$ cat src/design/cdsd_pkg.sv
// Package for the countdown seven-segment driver: digit codes, request payload
// types, segment table and LED bar decode. No dependencies.
package cdsd_pkg;

   localparam logic [3:0] CODE_DASH   = 4'd10;
   localparam logic [3:0] CODE_P      = 4'd11;
   localparam logic [3:0] CODE_O      = 4'd12;
   localparam logic [3:0] CODE_U      = 4'd13;
   localparam logic [3:0] CODE_R      = 4'd14;
   localparam logic [3:0] CODE_UNUSED = 4'd15;

   localparam logic [13:0] TIME_POUR = 14'h3FFE;   // -2 in 14 bits

   localparam int unsigned DIGITS = 4;

   // Minutes/seconds split of one request, handed to the frame sequencer.
   typedef struct packed {
      logic       neg;
      logic       pour;
      logic [7:0] mins;
      logic [5:0] secs;
      logic [5:0] bar;
   } split_type;

   // Active-low segments, bit6 = a .. bit0 = g.
   function automatic logic [6:0] seg_lookup(input logic [3:0] code);
      logic [6:0] seg;
      unique case (code)
         4'd0:        seg = 7'b1111110 ^ 7'h7F;
         4'd1:        seg = 7'b0110000 ^ 7'h7F;
         4'd2:        seg = 7'b1101101 ^ 7'h7F;
         4'd3:        seg = 7'b1111001 ^ 7'h7F;
         4'd4:        seg = 7'b0110011 ^ 7'h7F;
         4'd5:        seg = 7'b1011011 ^ 7'h7F;
         4'd6:        seg = 7'b1011111 ^ 7'h7F;
         4'd7:        seg = 7'b1110000 ^ 7'h7F;
         4'd8:        seg = 7'b1111111 ^ 7'h7F;
         4'd9:        seg = 7'b1111011 ^ 7'h7F;
         CODE_DASH:   seg = 7'b0000001 ^ 7'h7F;
         CODE_P:      seg = 7'b1100111 ^ 7'h7F;
         CODE_O:      seg = 7'b1111110 ^ 7'h7F;
         CODE_U:      seg = 7'b0111110 ^ 7'h7F;
         CODE_R:      seg = 7'b1100110 ^ 7'h7F;
         CODE_UNUSED: seg = 7'b1111111 ^ 7'h7F;
      endcase
      return seg;
   endfunction

   // Thermometer bar: value/10 LEDs lit for quotients 1..6, else dark.
   // value*205 >> 11 is exact for value/10 below 1029.
   function automatic logic [5:0] bar_code(input logic [7:0] value);
      logic [15:0] prod;
      logic [4:0]  quot;
      logic [5:0]  bar;
      prod = {8'd0, value} * 16'd205;
      quot = prod[15:11];
      if (quot >= 5'd1 && quot <= 5'd6) begin
         bar = 6'((7'd1 << quot[2:0]) - 7'd1);
      end else begin
         bar = 6'd0;
      end
      return bar;
   endfunction

endpackage

$ cat src/design/cdsd_split.sv
// Input register and minutes/seconds split stage.
// Depends on cdsd_pkg (split_type, bar_code, TIME_POUR).
module cdsd_split (
   input  logic                clock,
   input  logic                reset,
   input  logic                req_valid,
   output logic                req_stall,
   input  logic signed [13:0]  req_time_seconds,
   input  logic        [7:0]   req_duration_value,
   output logic                split_valid,
   output cdsd_pkg::split_type split_data,
   input  logic                split_take
);

   logic                a_valid_ff, a_valid_in;
   logic [13:0]         a_time_ff;
   logic [7:0]          a_dur_ff;
   logic                b_valid_ff, b_valid_in;
   cdsd_pkg::split_type b_data_ff, b_data_in;

   logic        b_free;
   logic        a_load;
   logic [12:0] raw;
   logic [27:0] min_prod;
   logic [7:0]  mins;
   logic [13:0] mins60;
   logic [12:0] sec_full;

   assign b_free    = !b_valid_ff || split_take;
   assign req_stall = a_valid_ff && !b_free;
   assign a_load    = req_valid && !req_stall;

   assign a_valid_in = a_load || (a_valid_ff && !b_free);
   assign b_valid_in = b_free ? a_valid_ff : b_valid_ff;

   // mins = raw/60 via reciprocal 17477/2^20, exact for raw below 8192
   always_comb begin
      raw      = a_time_ff[12:0];
      min_prod = {15'd0, raw} * 28'd17477;
      mins     = min_prod[27:20];
      mins60   = {mins, 6'd0} - {4'd0, mins, 2'd0};
      sec_full = raw - mins60[12:0];

      b_data_in.neg  = a_time_ff[13];
      b_data_in.pour = (a_time_ff == cdsd_pkg::TIME_POUR);
      b_data_in.mins = mins;
      b_data_in.secs = sec_full[5:0];
      b_data_in.bar  = cdsd_pkg::bar_code(a_dur_ff);
   end

   always_ff @(posedge clock) begin
      if (reset) begin
         a_valid_ff <= 1'b0;
         b_valid_ff <= 1'b0;
      end else begin
         a_valid_ff <= a_valid_in;
         b_valid_ff <= b_valid_in;
      end
      if (a_load) begin
         a_time_ff <= req_time_seconds;
         a_dur_ff  <= req_duration_value;
      end
      if (b_free && a_valid_ff) begin
         b_data_ff <= b_data_in;
      end
   end

   assign split_valid = b_valid_ff;
   assign split_data  = b_data_ff;

endmodule

$ cat src/design/cdsd_frame.sv
// Digit decode, four-frame sequencer and result register.
// Depends on cdsd_pkg (split_type, digit codes, seg_lookup).
module cdsd_frame (
   input  logic                clock,
   input  logic                reset,
   input  logic                split_valid,
   input  cdsd_pkg::split_type split_data,
   output logic                split_take,
   output logic                rsp_valid,
   input  logic                rsp_stall,
   output logic [3:0]          rsp_digit_enable,
   output logic [6:0]          rsp_segment_pattern,
   output logic                rsp_decimal_point,
   output logic [5:0]          rsp_led_bar,
   output logic                rsp_last_frame
);

   logic       c_valid_ff, c_valid_in;
   logic [1:0] c_idx_ff, c_idx_in;
   logic [3:0] c_code_ff [cdsd_pkg::DIGITS];
   logic [5:0] c_bar_ff;

   logic       o_valid_ff, o_valid_in;
   logic [3:0] o_enable_ff;
   logic [6:0] o_seg_ff;
   logic       o_dp_ff;
   logic [5:0] o_bar_ff;
   logic       o_last_ff;

   logic       out_free, c_fire, c_done, c_free;
   logic [3:0] code_in [cdsd_pkg::DIGITS];
   logic [15:0] mt_prod;
   logic [4:0]  mt;
   logic [7:0]  mu_full;
   logic [13:0] st_prod;
   logic [2:0]  st;
   logic [5:0]  su_full;
   logic [4:0]  mt_mod;

   assign out_free   = !o_valid_ff || !rsp_stall;
   assign c_fire     = c_valid_ff && out_free;
   assign c_done     = c_fire && (c_idx_ff == 2'd3);
   assign c_free     = !c_valid_ff || c_done;
   assign split_take = split_valid && c_free;

   // decimal digits; x*205 >> 11 gives x/10 for these small values
   always_comb begin
      mt_prod = {8'd0, split_data.mins} * 16'd205;
      mt      = mt_prod[15:11];
      mu_full = split_data.mins - {mt, 3'd0} - {2'd0, mt, 1'd0};
      mt_mod  = (mt >= 5'd10) ? (mt - 5'd10) : mt;   // minutes wrap at 100
      st_prod = {8'd0, split_data.secs} * 14'd205;
      st      = st_prod[13:11];
      su_full = split_data.secs - {st, 3'd0} - {2'd0, st, 1'd0};

      if (split_data.pour) begin
         code_in[0] = cdsd_pkg::CODE_P;
         code_in[1] = cdsd_pkg::CODE_O;
         code_in[2] = cdsd_pkg::CODE_U;
         code_in[3] = cdsd_pkg::CODE_R;
      end else if (split_data.neg) begin
         code_in[0] = cdsd_pkg::CODE_DASH;
         code_in[1] = cdsd_pkg::CODE_DASH;
         code_in[2] = cdsd_pkg::CODE_DASH;
         code_in[3] = cdsd_pkg::CODE_DASH;
      end else begin
         code_in[0] = mt_mod[3:0];
         code_in[1] = mu_full[3:0];
         code_in[2] = {1'b0, st};
         code_in[3] = su_full[3:0];
      end
   end

   always_comb begin
      c_valid_in = c_valid_ff;
      c_idx_in   = c_idx_ff;
      if (split_take) begin
         c_valid_in = 1'b1;
         c_idx_in   = 2'd0;
      end else if (c_done) begin
         c_valid_in = 1'b0;
      end else if (c_fire) begin
         c_idx_in = c_idx_ff + 2'd1;
      end
      o_valid_in = out_free ? c_valid_ff : o_valid_ff;
   end

   always_ff @(posedge clock) begin
      if (reset) begin
         c_valid_ff <= 1'b0;
         c_idx_ff   <= 2'd0;
         o_valid_ff <= 1'b0;
      end else begin
         c_valid_ff <= c_valid_in;
         c_idx_ff   <= c_idx_in;
         o_valid_ff <= o_valid_in;
      end
      if (split_take) begin
         for (int i = 0; i < cdsd_pkg::DIGITS; i++) begin
            c_code_ff[i] <= code_in[i];
         end
         c_bar_ff <= split_data.bar;
      end
      if (c_fire) begin
         o_enable_ff <= 4'(4'd1 << c_idx_ff);
         o_seg_ff    <= cdsd_pkg::seg_lookup(c_code_ff[c_idx_ff]);
         o_dp_ff     <= (c_idx_ff == 2'd1);
         o_bar_ff    <= c_bar_ff;
         o_last_ff   <= (c_idx_ff == 2'd3);
      end
   end

   assign rsp_valid           = o_valid_ff;
   assign rsp_digit_enable    = o_enable_ff;
   assign rsp_segment_pattern = o_seg_ff;
   assign rsp_decimal_point   = o_dp_ff;
   assign rsp_led_bar         = o_bar_ff;
   assign rsp_last_frame      = o_last_ff;

endmodule

$ cat src/design/countdown_seven_segment_driver_unit.sv
// Top level of the countdown seven-segment driver.
// Depends on cdsd_pkg, cdsd_split and cdsd_frame.
//
//   channel  direction  handshake         payload
//   req      in         req_valid/stall   time_seconds(14,s) duration_value(8)
//   rsp      out        rsp_valid/stall   digit_enable segment_pattern
//                                         decimal_point led_bar last_frame
//
// Each request yields four frames, one per cycle from the frame sequencer when
// rsp_stall is low; new requests are taken while earlier ones are still framed.
// The first frame appears after the input, split, sequencer and result registers.
// Reset is synchronous and clears all valid flags.
// rsp_stall holds the result register; req_stall rises once the pipe backs up.
module countdown_seven_segment_driver_unit (
   input  logic               clock,
   input  logic               reset,
   input  logic               req_valid,
   output logic               req_stall,
   input  logic signed [13:0] req_time_seconds,
   input  logic        [7:0]  req_duration_value,
   output logic               rsp_valid,
   input  logic               rsp_stall,
   output logic [3:0]         rsp_digit_enable,
   output logic [6:0]         rsp_segment_pattern,
   output logic               rsp_decimal_point,
   output logic [5:0]         rsp_led_bar,
   output logic               rsp_last_frame
);

   logic                split_valid;
   logic                split_take;
   cdsd_pkg::split_type split_data;

   cdsd_split u_split (
      .clock              (clock),
      .reset              (reset),
      .req_valid          (req_valid),
      .req_stall          (req_stall),
      .req_time_seconds   (req_time_seconds),
      .req_duration_value (req_duration_value),
      .split_valid        (split_valid),
      .split_data         (split_data),
      .split_take         (split_take)
   );

   cdsd_frame u_frame (
      .clock               (clock),
      .reset               (reset),
      .split_valid         (split_valid),
      .split_data          (split_data),
      .split_take          (split_take),
      .rsp_valid           (rsp_valid),
      .rsp_stall           (rsp_stall),
      .rsp_digit_enable    (rsp_digit_enable),
      .rsp_segment_pattern (rsp_segment_pattern),
      .rsp_decimal_point   (rsp_decimal_point),
      .rsp_led_bar         (rsp_led_bar),
      .rsp_last_frame      (rsp_last_frame)
   );

`ifndef SYNTHESIS
   // frames of one request follow without a gap
   assert property (@(posedge clock) disable iff (reset)
      rsp_valid && !rsp_stall && !rsp_last_frame |=> rsp_valid)
      else $error("frame gap inside a request");

   assert property (@(posedge clock) disable iff (reset)
      rsp_valid && !rsp_stall && !rsp_last_frame |=>
         rsp_digit_enable == 4'($past(rsp_digit_enable) << 1))
      else $error("digit select did not advance");

   assert property (@(posedge clock) disable iff (reset)
      rsp_valid && !rsp_stall && !rsp_last_frame |=>
         rsp_led_bar == $past(rsp_led_bar))
      else $error("led bar changed within a request");

   assert property (@(posedge clock) disable iff (reset)
      rsp_valid |-> $onehot(rsp_digit_enable) &&
         (rsp_last_frame == rsp_digit_enable[3]) &&
         (rsp_decimal_point == rsp_digit_enable[1]))
      else $error("frame flags disagree with digit select");
`endif

endmodule
$ cat config.mk
export PLATFORM = sky130hd
export DESIGN_NAME = countdown_seven_segment_driver_unit
export DESIGN_NICKNAME = d
export VERILOG_FILES = /design/src/design/cdsd_pkg.sv /design/src/design/cdsd_split.sv /design/src/design/cdsd_frame.sv /design/src/design/countdown_seven_segment_driver_unit.sv
export SDC_FILE = /design/constraint.sdc
export NUM_CORES = 1
export LEC_CHECK = 0
export BUFFER_PORTS_ARGS = -buffer_cell sky130_fd_sc_hd__buf_4
export CAP_MARGIN = 20
export CELL_PAD_IN_SITES_DETAIL_PLACEMENT = 0
export CELL_PAD_IN_SITES_GLOBAL_PLACEMENT = 1
export CORE_ASPECT_RATIO = 1.4
export CORE_MARGIN = 2
export CORE_UTILIZATION = 30
export CTS_CLUSTER_DIAMETER = 200
export CTS_CLUSTER_SIZE = 40
export DETAILED_ROUTE_END_ITERATION = 10
export HOLD_SLACK_MARGIN = 0.08
export PLACE_DENSITY = 0.56
export SLEW_MARGIN = 20
export SYNTH_ARGS = -nofsm -noshare
export SYNTH_HDL_FRONTEND = slang
export SYNTH_SLANG_ARGS = --single-unit
$ cat constraint.sdc
create_clock -name clock -period 12.28 [get_ports clock]
set_input_delay 1.842 -clock clock [delete_from_list [all_inputs] [get_ports clock]]
set_output_delay 1.842 -clock clock [all_outputs]
set_load 0.03 [all_outputs]
==> results.md <==
Timing:
- The final setup TNS is 0 ns.
- Setup violations remaining at the end of the flow were counted as 0.
- The period utilization is 0.456.
- Final hold analysis gives a worst-case slack of 0.420 ns.
- The worst path meets setup with about 6.7 ns of slack.
- In this run the tightest slew margin relative to its limit is 0.448.
- The post-route minimum period is 5.60 ns.
- At the pin with the least slew margin, the transition time is ~0.83 ns.
- Across the routed clock network, the largest skew measured is 0.0142 ns.
- The maximum clock frequency is ~0.18 GHz.
- Setup repair after global routing left no endpoint under its margin.
- The count of endpoints failing hold in the final timing report was 0.
- The final-report max-slew violation count is 0.

Floorplanning:
- The floorplan step set the die width to between 100 and 150 um.
- The core area is 27000 um^2.
- The area of the die is 28900 um^2.
- The die is ~200 um tall.
- The placement row count is 71.
- In this run the count of I/O pins placed on the die edge is 47.
- For this configuration, the core starts out at a cell density of 0.306.

Run:
- Max-cap violations in this run came to 0.

Place:
- Routability-driven placement finished with a final weighted congestion of ~0.78.
- Counting tap cells, the placed design contains a total of roughly 1100 instances.
- The pre-CTS worst setup slack is 6.67 ns.
- The wire-length estimate of the detail-placed layout is around 13000 um.
- The placed standard-cell area is 9090 um^2.
- The count of input and output buffers is 46.

Clocking:
- The CTS tree is done.
- The clock-pin transition on the worst setup and hold timing paths is 0.07 ns.
- The number of clock buffers inserted by TritonCTS is 9.
- The number of H-tree levels is 3.
- The tree built by TritonCTS fans out to 93 sinks.
- Clock tree synthesis selected as its root buffer the cell sky130_fd_sc_hd__clkbuf_16.
- After clock tree synthesis, the repair step resized 0 gates.
- The post-cts hold buffer count is 0.
- The clock insertion delay at the later pin of the skew report is around 0.36 ns.
- Once the clock tree was built, the setup fixing pass inserted 0 buffers.
- The maximum count of clock buffers along a single path is 2.

Drt:
- Summed over all layers, the routed wires come to ~15000 um.
- The total via count after detailed routing is 5151.
- The iteration-0 DRC count of the detailed router is 151.
- The average wire per cell in the routed design is 13.4 um.
- For this run, design rule violations remaining after detail routing come to 0.
- Once detail routing completed, the nets flagged for antenna violations numbered 0.
- The first-pass iteration count of the detailed router is 4.
- After detailed routing, the number of vias per cell comes to roughly 4.5.

Final layout:
- Leaving out fill and tap cells, the most frequent cell in the layout is sky130_fd_sc_hd__ha_1.
- The top cell types in the final layout, fill and taps aside, are sky130_fd_sc_hd__ha_1, sky130_fd_sc_hd__inv_1, sky130_fd_sc_hd__edfxtp_1, sky130_fd_sc_hd__buf_4, sky130_fd_sc_hd__fa_1.
- For this run, the number of standard cells in the final layout without fillers is 1155.
- Once layout is done, the placed cells without fillers occupy 9380 um^2.
- For this run, the share of the core covered by cells in the final layout is 0.347.
- The final-stage net count is approximately 1000.
- The count of inserted antenna diode cells is 0.
- The area overhead of the layout relative to synthesis is 13.5%.
- Of the cells placed in the final design, the portion with a size suffix greater than 1 is 0.108.

Synthesis:
- The most used flip-flop cell after synthesis is sky130_fd_sc_hd__edfxtp_1.
- By area the synthesized netlist is led by sky130_fd_sc_hd__edfxtp_1, sky130_fd_sc_hd__ha_1, sky130_fd_sc_hd__fa_1.
- Counting flops and latches in the post-synthesis netlist gives 93.
- The share of the Yosys chip area taken by registers is 0.328.
- Of the total synthesized cell area, the portion taken by XOR and XNOR cells is 0.0335.
- The warning count from the yosys run is 0.
- The share of the synthesized area in the top cell type is 0.309.
- Counting flops with a built-in enable in the synthesized netlist gives 85.
- The leading area contributor after synthesis is sky130_fd_sc_hd__edfxtp_1.
- Synthesis instantiated 59 different standard cells from the library.
- Of the total synthesized cell area, the portion taken by full adders, half adders and majority gates is 0.402.
- The combinational family with the most area after synthesis is adder cells.
- Of the total synthesized cell area, the portion taken by AND, OR, NAND and NOR gates is 0.0739.
- The compound-cell area share of the yosys netlist is 0.0786.
- A synthesized cell averages around 11 um^2.
- The number of standard cells after synthesis is approximately 730.
- The mux cell area share after synthesis is 0.0174.
- The post-synth net total is 991.
- The synthesized cell area is 8260 um^2.
- For this run, asynchronously set or reset flops after synthesis account for 0.

Critical path:
- The arrival time at the worst endpoint is 5.77 ns.
- For the worst setup path, the data required time is 12.45 ns.
- The critical-path maximum fanout is 5.
- The nature of the critical path startpoint is a register.
- STA classifies the critical path endpoint as a register.
- The type of the worst setup path is register to register.

Status:
- The flow ran to the end, and the final reports show no timing, DRC or antenna violations.

Global route:
- The wire length of the first global-routing pass is 26700 um.
- The pin count of the biggest net entering global routing is 24.
- The initial antenna violation count is 0.
- The number of global-route vias before repair is 5560.
- The all-layer global routing usage is 0.118.
- Global routing finished with a remaining overflow of 0.

Power:
- Overall power consumption after layout is estimated at 1.63 mW.
- In this run the power density over the cells is 173 nW/um^2.
- The total leakage power is about 4.5 nW.
- VDD sags by at most roughly 72 uV.

Hold path:
- The worst hold-check path type is register to register.
-- sequential cells by signal, summed over array words and instances, names as in the netlist, named ones only --
| signal | cells |
|---|---|
| u_frame.c_bar_ff | 6 |
| u_frame.c_code_ff | 16 |
| u_frame.c_idx_ff | 2 |
| u_frame.c_valid_ff | 1 |
| u_frame.rsp_decimal_point | 1 |
| u_frame.rsp_digit_enable | 4 |
| u_frame.rsp_last_frame | 1 |
| u_frame.rsp_led_bar | 6 |
| u_frame.rsp_segment_pattern | 7 |
| u_frame.rsp_valid | 1 |
| u_split.a_dur_ff | 8 |
| u_split.a_time_ff | 14 |
| u_split.a_valid_ff | 1 |
| u_split.split_data | 22 |
| u_split.split_valid | 1 |
-- kinds of logic after synthesis --
group                      count (synthesis)
DFF                                       93
adders and majority gates                238
and+or+nand+nor                          121
xor gates and xnor gates                  30
AOI/OAI and AO/OA                         91
muxes                                      8
buffers and inverters                    146
-- where the power goes --
part	internal, mW	switching [mW]	total [mW]
Combinational	0.409	0.516	0.925
Sequential	0.402	0.0223	0.424
Clock	0.142	0.136	0.278
-- critical path, cell delays in order (launching register included) --
cell                       delay (ns)
sky130_fd_sc_hd__edfxtp_1        0.46
sky130_fd_sc_hd__ha_1            0.34
sky130_fd_sc_hd__inv_1           0.06
sky130_fd_sc_hd__fa_1            0.52
sky130_fd_sc_hd__inv_1           0.05
sky130_fd_sc_hd__fa_1            0.52
sky130_fd_sc_hd__inv_1           0.05
sky130_fd_sc_hd__fa_1            0.53
sky130_fd_sc_hd__inv_1           0.04
sky130_fd_sc_hd__ha_1            0.29
sky130_fd_sc_hd__a211o_1         0.33
sky130_fd_sc_hd__a21oi_4         0.15
sky130_fd_sc_hd__o211ai_2        0.13
sky130_fd_sc_hd__nand2_1         0.09
sky130_fd_sc_hd__xor2_1          0.29
sky130_fd_sc_hd__ha_1            0.29
sky130_fd_sc_hd__nor2_1          0.06
sky130_fd_sc_hd__and4_4          0.18
sky130_fd_sc_hd__or4_4           0.53
sky130_fd_sc_hd__or4_1           0.40
sky130_fd_sc_hd__o311ai_1        0.08
-- final timing paths --
check / to / from / slack [ns] / cells after the start
max: u_frame.c_code_ff[0][2] / u_split.split_data[13] / 6.68 / 20
min: u_frame.rsp_led_bar[0] / u_frame.c_bar_ff[0] / 0.42 / 0
max reg2reg: u_frame.c_code_ff[0][2] / u_split.split_data[13] / 6.68 / 20
min reg2reg: u_frame.rsp_led_bar[0] / u_frame.c_bar_ff[0] / 0.42 / 0
-- synthesized netlist by cell type (all sizes together), types with 5 or more instances --
cell / number
dfxtp: 8
inv: 144
o21ai: 15
nand3: 10
nor2: 33
edfxtp: 85
mux4: 5
and3: 6
nor3: 8
fa: 46
xor2: 16
xnor2: 13
o211ai: 5
nand2: 24
nand4: 10
ha: 192
a21o: 10
a21oi: 19
a31oi: 7
nor2b: 6
-- final cells by class --
cell class	instances	area (um^2)
Clock buffer	9	225
Sequential cell	93	2710
Fill cell	2762	17600
Tap cell	365	457
Clock inverter	7	63.8
Inverter	145	544
Timing Repair Buffer	48	360
Multi-Input combinational cell	488	5020
-- metal layers --
| metal | share of wire | GRT usage | up-vias | wire, um |
|---|---|---|---|---|
| met5 | 0 | 0 | - | 0 |
| met4 | 0.028 | 0.0524 | 0 | 437 |
| met3 | 0.018 | 0.0151 | 20 | 278 |
| met2 | 0.52 | 0.215 | 62 | 8110 |
| met1 | 0.43 | 0.135 | 2406 | 6620 |
| li1 | - | - | 2663 | - |
Power figures use the tool's default switching activity.
